===== config.mk =====
export PLATFORM = sky130hd
export DESIGN_NAME = rpn_stack_calculator_flat
export DESIGN_NICKNAME = d
export VERILOG_FILES = /design/src/rtl/rsc_pkg.sv /design/src/rtl/rsc_in_if.sv /design/src/rtl/rsc_out_if.sv /design/src/rtl/rpn_stack_calculator.sv /design/src/flat_wrapper.sv
export SDC_FILE = /design/constraint.sdc
export NUM_CORES = 2
export LEC_CHECK = 0
export BUFFER_PORTS_ARGS = -buffer_cell sky130_fd_sc_hd__buf_2
export CAP_MARGIN = 25
export CORE_MARGIN = 2
export CORE_UTILIZATION = 40
export CTS_CLUSTER_SIZE = 12
export DETAILED_ROUTE_END_ITERATION = 10
export GPL_ROUTABILITY_DRIVEN = 0
export GPL_TIMING_DRIVEN = 1
export SYNTH_ARGS = -nofsm -noshare
export SYNTH_HDL_FRONTEND = slang
export SYNTH_SLANG_ARGS = --single-unit

===== constraint.sdc =====
create_clock -name i_clk -period 18.14 [get_ports i_clk]
set_clock_uncertainty 0.1 [all_clocks]
set_input_delay 2.721 -clock i_clk [delete_from_list [all_inputs] [get_ports i_clk]]
set_output_delay 2.721 -clock i_clk [all_outputs]
set_load 0.01 [all_outputs]

===== src/rtl/rsc_pkg.sv =====
// Shared types and constants for the RPN stack calculator.
package rsc_pkg;

    localparam int DATA_W              = 32;
    localparam int COUNT_W             = 7;
    localparam int DEFAULT_STACK_DEPTH = 64;

    // Token codes
    typedef enum logic [2:0] {
        FN_PUSH = 3'd0,
        FN_POP  = 3'd1,
        FN_ADD  = 3'd2,
        FN_SUB  = 3'd3,
        FN_MUL  = 3'd4,
        FN_DIV  = 3'd5,
        FN_NEG  = 3'd6,
        FN_PEEK = 3'd7
    } t_func;

    // Result status codes
    typedef enum logic [1:0] {
        ST_OK    = 2'd0,
        ST_UNDER = 2'd1,
        ST_DIVZ  = 2'd2,
        ST_FULL  = 2'd3
    } t_status;

    // Sequencer states
    typedef enum logic [2:0] {
        S_IDLE,
        S_POP_B,
        S_POP_A,
        S_MUL,
        S_DIV,
        S_DIV_FIX,
        S_WB,
        S_DONE
    } t_state;

endpackage


===== src/rtl/rsc_in_if.sv =====
// Token channel: valid/ready handshake carrying one classified token.
interface rsc_in_if
    import rsc_pkg::*;
();
    logic                     valid;
    logic                     ready;
    t_func                    func;
    logic signed [DATA_W-1:0] operand_value;

    modport source (output valid, output func, output operand_value, input ready);
    modport sink   (input valid, input func, input operand_value, output ready);
endinterface


===== src/rtl/rsc_out_if.sv =====
// Result channel: valid/ready handshake carrying one result per token.
interface rsc_out_if
    import rsc_pkg::*;
();
    logic                     valid;
    logic                     ready;
    logic signed [DATA_W-1:0] result_value;
    logic [COUNT_W-1:0]       stack_count;
    logic                     is_empty;
    t_status                  status;

    modport source (output valid, output result_value, output stack_count,
                    output is_empty, output status, input ready);
    modport sink   (input valid, input result_value, input stack_count,
                    input is_empty, input status, output ready);
endinterface


===== src/rtl/rpn_stack_calculator.sv =====
// RPN stack calculator: stack in a synchronous RAM, sequenced read-modify-write.
//
// i_in carries one token per transfer (push, pop, peek, add, sub, mul, div, neg).
// o_out carries exactly one result per token: the popped, peeked, pushed or
// computed value, the entry count after the token, an empty flag and a status code.
// One token is processed at a time; i_in.ready is high while the sequencer idles.
// Sequencer paths to S_DONE: push directly, pop/peek/neg via S_POP_B, add/sub
//   via S_POP_B, S_POP_A and S_WB; mul adds S_MUL, div adds S_DIV and S_DIV_FIX.
// Division runs a restoring divider, one quotient bit per cycle for all 32 bits,
// which makes it the slowest token; divide by zero skips it and ends after S_POP_A.
// Stack reads go through one RAM read port with registered read data, so each
// popped operand costs its own sequencer state.
// The output register holds a finished result until o_out.ready takes it; the
// next token is accepted meanwhile, and the sequencer waits at its end only if
// the previous result is still not taken.
// Reset empties the stack and the output register; RAM contents are not cleared,
// since only entries below the stack pointer are ever read.
module rpn_stack_calculator
    import rsc_pkg::*;
#(
    parameter int STACK_DEPTH = DEFAULT_STACK_DEPTH
) (
    input  logic      i_clk,
    input  logic      i_rst_n,
    rsc_in_if.sink    i_in,
    rsc_out_if.source o_out
);

    localparam int SP_W   = $clog2(STACK_DEPTH + 1);
    localparam int ADDR_W = $clog2(STACK_DEPTH);

    // Stack RAM and its registered read data
    logic [DATA_W-1:0] mem [STACK_DEPTH];
    logic [DATA_W-1:0] r_rdata;
    logic              mem_we;
    logic [ADDR_W-1:0] mem_waddr;
    logic [ADDR_W-1:0] mem_raddr;
    logic [DATA_W-1:0] mem_wdata;

    // Sequencer and datapath registers
    t_state            r_state, n_state;
    t_func             r_func, n_func;
    logic [SP_W-1:0]   r_sp, n_sp;
    logic [DATA_W-1:0] r_a, n_a;
    logic [DATA_W-1:0] r_b, n_b;
    logic [DATA_W-1:0] r_res, n_res;
    t_status           r_status, n_status;
    logic [DATA_W-1:0] r_rem, n_rem;
    logic [DATA_W-1:0] r_quo, n_quo;
    logic [4:0]        r_cnt, n_cnt;
    logic              r_qneg, n_qneg;

    // Output register
    logic              r_ovalid, n_ovalid;
    logic [DATA_W-1:0] r_ores, n_ores;
    logic [COUNT_W-1:0] r_ocnt, n_ocnt;
    logic              r_oempty, n_oempty;
    t_status           r_ostatus, n_ostatus;

    // Helpers
    logic                      sp_nz;
    logic [SP_W-1:0]           sp_m1;
    logic [SP_W-1:0]           sp_dec;
    logic [SP_W-1:0]           sp_dec_m1;
    logic [DATA_W-1:0]         top_val;
    logic [DATA_W-1:0]         neg_val;
    logic [DATA_W-1:0]         prod;
    logic [DATA_W:0]           rem_sh;
    logic [DATA_W:0]           rem_diff;

    assign sp_nz     = (r_sp != '0);
    assign sp_m1     = r_sp - 1'b1;
    assign sp_dec    = sp_nz ? sp_m1 : r_sp;
    assign sp_dec_m1 = sp_dec - 1'b1;
    assign top_val   = sp_nz ? r_rdata : '0;
    assign neg_val   = '0 - top_val;
    assign prod      = r_a * r_b;
    assign rem_sh    = {r_rem, r_quo[DATA_W-1]};
    assign rem_diff  = rem_sh - {1'b0, r_b};

    // RAM write and registered read
    always_ff @(posedge i_clk) begin
        if (mem_we) begin
            mem[mem_waddr] <= mem_wdata;
        end
        r_rdata <= mem[mem_raddr];
    end

    // State register and control state
    always_ff @(posedge i_clk) begin
        if (!i_rst_n) begin
            r_state  <= S_IDLE;
            r_sp     <= '0;
            r_ovalid <= 1'b0;
        end else begin
            r_state  <= n_state;
            r_sp     <= n_sp;
            r_ovalid <= n_ovalid;
        end
    end

    // Payload registers
    always_ff @(posedge i_clk) begin
        r_func    <= n_func;
        r_a       <= n_a;
        r_b       <= n_b;
        r_res     <= n_res;
        r_status  <= n_status;
        r_rem     <= n_rem;
        r_quo     <= n_quo;
        r_cnt     <= n_cnt;
        r_qneg    <= n_qneg;
        r_ores    <= n_ores;
        r_ocnt    <= n_ocnt;
        r_oempty  <= n_oempty;
        r_ostatus <= n_ostatus;
    end

    // Next state, datapath and RAM control
    always_comb begin
        n_state   = r_state;
        n_func    = r_func;
        n_sp      = r_sp;
        n_a       = r_a;
        n_b       = r_b;
        n_res     = r_res;
        n_status  = r_status;
        n_rem     = r_rem;
        n_quo     = r_quo;
        n_cnt     = r_cnt;
        n_qneg    = r_qneg;
        n_ovalid  = r_ovalid;
        n_ores    = r_ores;
        n_ocnt    = r_ocnt;
        n_oempty  = r_oempty;
        n_ostatus = r_ostatus;
        mem_we    = 1'b0;
        mem_waddr = r_sp[ADDR_W-1:0];
        mem_wdata = r_res;
        mem_raddr = sp_m1[ADDR_W-1:0];
        i_in.ready = 1'b0;

        // Result taken by the receiver
        if (r_ovalid && o_out.ready) begin
            n_ovalid = 1'b0;
        end

        unique case (r_state)
            S_IDLE: begin
                // Top entry is read every idle cycle for the next token
                i_in.ready = 1'b1;
                if (i_in.valid) begin
                    n_func   = i_in.func;
                    n_status = ST_OK;
                    n_res    = '0;
                    if (i_in.func == FN_PUSH) begin
                        if (r_sp < SP_W'(STACK_DEPTH)) begin
                            mem_we    = 1'b1;
                            mem_wdata = i_in.operand_value;
                            n_sp      = r_sp + 1'b1;
                            n_res     = i_in.operand_value;
                        end else begin
                            n_status = ST_FULL;
                        end
                        n_state = S_DONE;
                    end else begin
                        n_state = S_POP_B;
                    end
                end
            end

            S_POP_B: begin
                if (!sp_nz) begin
                    n_status = ST_UNDER;
                end
                case (r_func)
                    FN_POP: begin
                        n_res   = top_val;
                        n_sp    = sp_dec;
                        n_state = S_DONE;
                    end
                    FN_PEEK: begin
                        n_res   = top_val;
                        n_state = S_DONE;
                    end
                    FN_NEG: begin
                        mem_we    = 1'b1;
                        mem_waddr = sp_dec[ADDR_W-1:0];
                        mem_wdata = neg_val;
                        n_res     = neg_val;
                        n_sp      = sp_dec + 1'b1;
                        n_state   = S_DONE;
                    end
                    default: begin
                        // Binary operator: keep b, fetch a
                        n_b       = top_val;
                        n_sp      = sp_dec;
                        mem_raddr = sp_dec_m1[ADDR_W-1:0];
                        n_state   = S_POP_A;
                    end
                endcase
            end

            S_POP_A: begin
                n_sp = sp_dec;
                if (!sp_nz) begin
                    n_status = ST_UNDER;
                end
                case (r_func)
                    FN_ADD: begin
                        n_res   = top_val + r_b;
                        n_state = S_WB;
                    end
                    FN_SUB: begin
                        n_res   = top_val - r_b;
                        n_state = S_WB;
                    end
                    FN_MUL: begin
                        n_a     = top_val;
                        n_state = S_MUL;
                    end
                    FN_DIV: begin
                        if (r_b == '0) begin
                            // Operands consumed, nothing pushed
                            n_res    = '0;
                            n_status = ST_DIVZ;
                            n_state  = S_DONE;
                        end else begin
                            n_quo   = top_val[DATA_W-1] ? '0 - top_val : top_val;
                            n_b     = r_b[DATA_W-1] ? '0 - r_b : r_b;
                            n_rem   = '0;
                            n_cnt   = '0;
                            n_qneg  = top_val[DATA_W-1] ^ r_b[DATA_W-1];
                            n_state = S_DIV;
                        end
                    end
                    default: begin
                        n_state = S_DONE;
                    end
                endcase
            end

            S_MUL: begin
                n_res   = prod;
                n_state = S_WB;
            end

            S_DIV: begin
                // Restoring step: one quotient bit per cycle
                if (!rem_diff[DATA_W]) begin
                    n_rem = rem_diff[DATA_W-1:0];
                    n_quo = {r_quo[DATA_W-2:0], 1'b1};
                end else begin
                    n_rem = rem_sh[DATA_W-1:0];
                    n_quo = {r_quo[DATA_W-2:0], 1'b0};
                end
                n_cnt = r_cnt + 1'b1;
                if (r_cnt == '1) begin
                    n_state = S_DIV_FIX;
                end
            end

            S_DIV_FIX: begin
                n_res   = r_qneg ? '0 - r_quo : r_quo;
                n_state = S_WB;
            end

            S_WB: begin
                // Push operator result; room is guaranteed after the pops
                mem_we  = 1'b1;
                n_sp    = r_sp + 1'b1;
                n_state = S_DONE;
            end

            S_DONE: begin
                if (!r_ovalid || o_out.ready) begin
                    n_ovalid  = 1'b1;
                    n_ores    = r_res;
                    n_ocnt    = COUNT_W'(r_sp);
                    n_oempty  = !sp_nz;
                    n_ostatus = r_status;
                    n_state   = S_IDLE;
                end
            end

            default: begin
                n_state = S_IDLE;
            end
        endcase
    end

    // Result channel
    assign o_out.valid        = r_ovalid;
    assign o_out.result_value = r_ores;
    assign o_out.stack_count  = r_ocnt;
    assign o_out.is_empty     = r_oempty;
    assign o_out.status       = r_ostatus;

endmodule

===== src/flat_wrapper.sv =====
// flat-port wrapper written by rule: the top's interface ports become plain ports
module rpn_stack_calculator_flat import rsc_pkg::*;
#(
    parameter int STACK_DEPTH = DEFAULT_STACK_DEPTH
)
  (i_clk, i_rst_n, i_in_valid, i_in_func, i_in_operand_value, i_in_ready, o_out_valid, o_out_result_value, o_out_stack_count, o_out_is_empty, o_out_status, o_out_ready);
  rsc_in_if i_in_i ();
  rsc_out_if o_out_i ();
  input  logic i_clk;
  input  logic i_rst_n;
  input wire logic [$bits(i_in_i.valid)-1:0] i_in_valid;
  input wire logic [$bits(i_in_i.func)-1:0] i_in_func;
  input wire logic [$bits(i_in_i.operand_value)-1:0] i_in_operand_value;
  output wire logic [$bits(i_in_i.ready)-1:0] i_in_ready;
  output wire logic [$bits(o_out_i.valid)-1:0] o_out_valid;
  output wire logic [$bits(o_out_i.result_value)-1:0] o_out_result_value;
  output wire logic [$bits(o_out_i.stack_count)-1:0] o_out_stack_count;
  output wire logic [$bits(o_out_i.is_empty)-1:0] o_out_is_empty;
  output wire logic [$bits(o_out_i.status)-1:0] o_out_status;
  input wire logic [$bits(o_out_i.ready)-1:0] o_out_ready;
  assign i_in_i.valid = i_in_valid;
  assign i_in_i.func = i_in_func;
  assign i_in_i.operand_value = i_in_operand_value;
  assign i_in_ready = i_in_i.ready;
  assign o_out_valid = o_out_i.valid;
  assign o_out_result_value = o_out_i.result_value;
  assign o_out_stack_count = o_out_i.stack_count;
  assign o_out_is_empty = o_out_i.is_empty;
  assign o_out_status = o_out_i.status;
  assign o_out_i.ready = o_out_ready;
  rpn_stack_calculator #(.STACK_DEPTH(STACK_DEPTH)) u_core (.i_clk(i_clk), .i_rst_n(i_rst_n), .i_in(i_in_i), .o_out(o_out_i));
endmodule

---- Yosys cells after proc, flatten, opt, wreduce, memory -nomap -nowiden ----
Memories as Yosys holds them, arrays and structs flattened. A register that Yosys moved wholly into a read port is not among the register bits.
Cells that the tools add are included.
cells by class
  divide/modulo/power cells ............... 0
  bitwise logic cells ..................... 2
  reduce and logical (&&, ||, !) cells .... 28
  $lt $le $gt $ge ......................... 1
  add/sub/neg operators ................... 11
  shift-type cells ........................ 0
  eq/ne operators ......................... 28
  multiply operators ...................... 1
  mux-type cells .......................... 67
operators by type and width
  cell                                                                    number
  32-bit 2-to-1 mux                                                       20
  32-bit case mux with 2 select lines                                     5
  32-bit case mux with 5 select lines                                     1
  32-bit case mux with 3 select lines                                     1
  1-bit by 32-bit subtractor with 32-bit output (first input constant)    3
  33-bit by 32-bit subtractor with 33-bit output                          1
  32-bit adder                                                            1
  32-bit logical NOT                                                      1
  32-bit by 32-bit multiplier with 32-bit output                          1
  32-bit subtractor                                                       1
  7-bit 2-to-1 mux                                                        4
  7-bit case mux with 4 select lines                                      1
  3-bit equality test (second input constant)                             8
  6-bit 2-to-1 mux                                                        4
  3-bit case mux with 7 select lines                                      1
  3-bit 2-to-1 mux                                                        5
  5-bit AND reduction                                                     3
  7-bit by 1-bit adder with 7-bit output (second input constant)          2
  2-bit 2-to-1 mux                                                        7
  7-bit case mux with 2 select lines                                      1
  3-bit by 2-bit equality test with 1-bit output (second input constant)  4
  2-bit by 1-bit != test with 1-bit output (second input constant)        6
  1-bit 2-to-1 mux                                                        11
  5-bit 2-to-1 mux                                                        2
  other kinds (29)                                                        44
word-level totals
  register bits after elaboration ......... 224
  memories kept ........................... 1
  input bits .............................. 39
  bits in latches ......................... 0
  word-level logic and storage cells ...... 156
  memory bits (writable) .................. 2048
  bits in read-only memories .............. 0
  output and inout bits ................... 44
memory list
  memory      depth  bits a word  read ports  clocked after Yosys merged registers in  write ports  RTL line                    text
  u_core.mem  64     32           1           1                                        1            rpn_stack_calculator.sv:33  logic [DATA_W-1:0] mem [STACK_DEPTH];

---- Depth between registers and ports, before layout ----
  word-level depth ........................ 7
  depth in mapped cells ................... 28
  mapped depth without buffers ............ 26

---- Least setup slack after synthesis ----
Ideal clock, no wire load.
  path type ............................... reg2reg
  from .................................... register u_core.r_b[5]
  to ...................................... register u_core.r_res[31], data pin
  setup time .............................. 0.272 ns
  path buffers ............................ 2
  data arrival time ....................... 7.199 ns
  required time ........................... 17.768 ns
  clock period less this slack ............ 7.571 ns
  slack ................................... 10.569 ns
  cell stages (with the launch flop) ...... 26
  cells stage by stage .................... edfxtp_1 -> clkbuf_1 -> clkbuf_1 -> and2_1 -> fa_1 -> fa_1 -> fa_1 -> inv_1 -> fa_1 -> inv_1 -> fa_1 -> inv_1 -> fa_1 -> inv_1 -> fa_1 -> fa_1 -> ha_1 -> inv_1 -> a2111o_1 -> o221a_2 -> a2111oi_1 -> o31ai_1 -> a21oi_1 -> xnor2_1 -> a22oi_1 -> a22oi_1
on the way
  longest elaborated chain between the ends .. 3
  elaborated cells between the ends (all ways) .. 5
  those cells by class .................... 2 x add/sub; 1 x mul; 2 x mux
ends and longest elaborated chain
  element                                                                                                 RTL line                     text
  from (decl)                                                                                             rpn_stack_calculator.sv:45   logic [DATA_W-1:0] r_b, n_b;
  from (signal assigned)                                                                                  rpn_stack_calculator.sv:106  r_b <= n_b;
  parallel branches: the longest is 2 deep, another holds 32-bit by 32-bit multiplier with 32-bit output  n/a
  32-bit case mux with 5 select lines (*)                                                                 rpn_stack_calculator.sv:148  unique case (r_state)
  net u_core.n_res[31]                                                                                    rpn_stack_calculator.sv:46   logic [DATA_W-1:0] r_res, n_res;
  to (signal assigned)                                                                                    rpn_stack_calculator.sv:107  r_res <= n_res;
  to (decl)                                                                                               rpn_stack_calculator.sv:46
Mark *: on every way through the listed nets, which the timed path passes.
A chain may end at the register's enable or synchronous reset.

---- Final worst setup path ----
Ends and elaborated chain as after synthesis.

==> metrics.yaml <==
critical_path:
  cp.arrival_ns: 9.28
  worst_setup_path_start_kind: "flip-flop"
  reg2reg_slack_ns: 9.35
  crit_fanout: 20
  worst_r2r_endpoint: "u_core.r_res[31]"
  cp-startpoint: "u_core.r_b[5]"
  cp.required_ns: 18.63
  setup.worst_path.class: "reg -> reg"
  critPathCaptureType: "flip-flop"
  r2r-start: "u_core.r_b[5]"
  worst_r2r_path_depth: 24
synthesis:
  synth_edf_count: 2261
  async_flop_share_pct: 0
  ys_seq_area_share_pct: 61.4
  ys_types: 95
  synth.cell_area_mm2: 0.112
  ys_warn_count: 0
  yosysTopAreaCell: "edfxtp_1"
  synth_nets: 7812
  synth_top_area_share_pct: 60.6
  synth_ff_type: "edfxtp_1"
  avgSynthCellArea_um2: 15.6
  synth.area.top_cells: "edfxtp_1, mux4_2, fa_1, and2_1, ha_1"
  syn_inst: 7162
  ys_ff_latch: 2304
clock_tree:
  post_cts_resized: 0
  cts_root_buf: "clkbuf_16"
  cts_sinks: 2304
  cts_buffer_depth: 4
  clkTransAtPathRegs_ns: 0.06
  cts_made_buffers: 242
  cts_tree: "yes"
  clk_latency_ns: 0.99
  htree_levels: 4
  hold_buffers: 0
  post_cts_buffers: 0
min_path:
  whs_path_depth: 0
  worstHoldStart: "u_core.r_res[4]"
  hold_class: "reg -> reg"
  hold_end: "u_core.o_out.result_value[4]"
layout:
  nets: 7944
  drive_gt1_share_pct: 17.1
  final_cell_mix: "edfxtp_1, nand2_1, mux4_2"
  synthToLayoutAreaGrowth_pct: 11.5
  design_area_mm2: 0.125
  mostFrequentLayoutCell: "edfxtp_1"
routing:
  wl_um: 321000
  viasPerCell: 5.79
  post_drt_wl_per_cell_um: 28.8
  drc: 0
  drtPass1Iterations: 8
  drt-initial-drc-count: 7133
  vias: 64700
  ant_nets: 0
timing:
  final-setup-viol-count: 0
  max_freq_mhz: 114
  hold_ws_ns: 0.300
  rsz0062_at_grt: "no"
  setup_ws_ns: 9.35
  slew_headroom_pct: 26.1
  drv_slew: 0
  worst_slew_pin_slew_ns: 1.11
  min_period_over_period_pct: 48.4
  tns_ns: 0
  final_hold_viol_count: 0
  final.min_clock_period_ns: 8.79
global_route:
  track_usage_pct: 22.4
  overflow: 0
  antenna_found_initial: 18
  grt_max_degree: 100
  grt_pass1_wl_um: 464000
  grt_pass1_vias: 66000
placed_design:
  dpl.hpwl_um: 200000
  port_buffers: 82
  dpl_cell_area_mm2: 0.118
  dp_slack_ns: 9.51
die:
  ioPinCount: 83
  die_w_um: 533
  die_area_mm2: 0.284
  die_h_um: 533
  core-area_mm2: 0.279
  rows: 194
  start_util_pct: 40.1
flow_run:
  drv_cap: 0
status:
  status: "complete, no violations"
==> sequential cells by signal (all words and copies together) (netlist names) <==
register,flops
u_core.r_state,3
u_core.r_b,32
u_core.r_rdata,32
u_core.o_out.status,2
u_core.r_qneg,1
u_core.o_out.stack_count,7
u_core.r_rem,32
u_core.r_a,32
u_core.o_out.valid,1
u_core.r_quo,32
u_core.r_sp,7
u_core.r_res,32
u_core.r_func,3
u_core.o_out.result_value,32
u_core.mem,2048
u_core.r_status,2
u_core.r_cnt,5
u_core.o_out.is_empty,1
==> kinds of logic (layout without fill, tap and decap cells) <==
| family | count (synthesis) | count (layout) | synth area share, % |
|---|---|---|---|
| flip-flops | 2304 | 2304 | 61.4 |
| AND/OR/NAND/NOR | 1501 | 1501 | 6.65 |
| AO/OA/AOI/OAI | 958 | 958 | 5.70 |
| buffers and inverters | 893 | 1170 | 3.24 |
| adder cells (fa/ha/maj) | 611 | 611 | 9.58 |
| multiplexers | 609 | 609 | 11.2 |
| XOR/XNOR | 286 | 286 | 2.24 |
| other | 0 | 13 | 0 |
==> cell type report <==
cell class,count,area [um^2]
clock buffers,312,6360
flip-flops and latches,2304,68800
multi-input cells,3965,40400
clock inverters,77,677
repair buffers,305,2220
well taps,3724,4660
inverters,476,1790
fillers,24400,154000
diodes,13,32.5
==> per-layer routing <==
layer	vias up	global-route usage (%)	wire length (um)
met2	2814	36.7	155000
met3	576	4.35	25900
met1	34100	29.4	127000
li1	27200	-	-
met5	-	0	0
met4	0	8.66	13600
==> worst max-delay path by stage <==
stage	endpoint	slack [ns]	depth (start not counted)
floorplan	u_core.r_res[31]	10.57	25
global placement	u_core.r_res[31]	9.23	24
detailed placement	u_core.r_res[31]	9.51	24
CTS	u_core.r_res[31]	9.44	23
global route	u_core.r_res[31]	9.12	24
finish	u_core.r_res[31]	9.35	24
==> cells in the mapped netlist (7+ instances only) <==
cell	count
buf_4	20
a22oi_1	14
or3_1	19
o21bai_1	9
a21o_1	36
buf_6	11
a211oi_1	222
o221ai_1	23
nand3_1	69
o31ai_1	42
and3_1	16
buf_2	92
o21a_1	21
o22ai_1	41
nor3b_1	10
clkbuf_1	273
a31oi_1	67
nand4_1	14
mux2_2	13
or2_2	10
fa_1	410
nor2_1	217
buf_1	19
nor3_1	48
o21ai_0	143
dfxtp_1	43
o41ai_1	8
mux2i_1	83
nand2_1	559
ha_1	201
o21ai_1	7
inv_1	474
xor2_1	94
a221o_1	23
mux4_2	512
nor2b_1	21
and2_1	437
edfxtp_1	2261
a2111oi_0	11
a221oi_1	8
xnor2_1	191
nand2b_1	30
nor4_1	14
a21oi_1	217
==> stage by stage <==
| step | util [%] | std cells |
|---|---|---|
| after floorplan | - | 7162 |
| after global placement | 42.2 | 10800 |
| after detailed placement | 42.2 | 10800 |
| after CTS | 44.7 | 11200 |
| after global routing | 44.8 | 11200 |
| final | 44.8 | 11200 |
==> critical path, cell delays in order (launching register included) <==
cell,delay (ns)
edfxtp_1,0.70
buf_4,0.36
and2_1,0.20
fa_1,0.43
fa_1,0.52
fa_1,0.55
inv_1,0.06
fa_1,0.48
inv_1,0.06
fa_1,0.50
inv_1,0.05
fa_1,0.53
inv_1,0.06
fa_1,0.51
fa_1,0.43
ha_1,0.37
inv_1,0.09
a2111o_1,0.37
o221a_2,0.29
a2111oi_1,0.99
o31ai_1,0.24
a21oi_1,0.22
xnor2_1,0.11
a22oi_1,0.19
a22oi_1,0.10
Power is not shown: default switching activity piles up to over one toggle a cycle in this logic, so the estimate is an artifact.
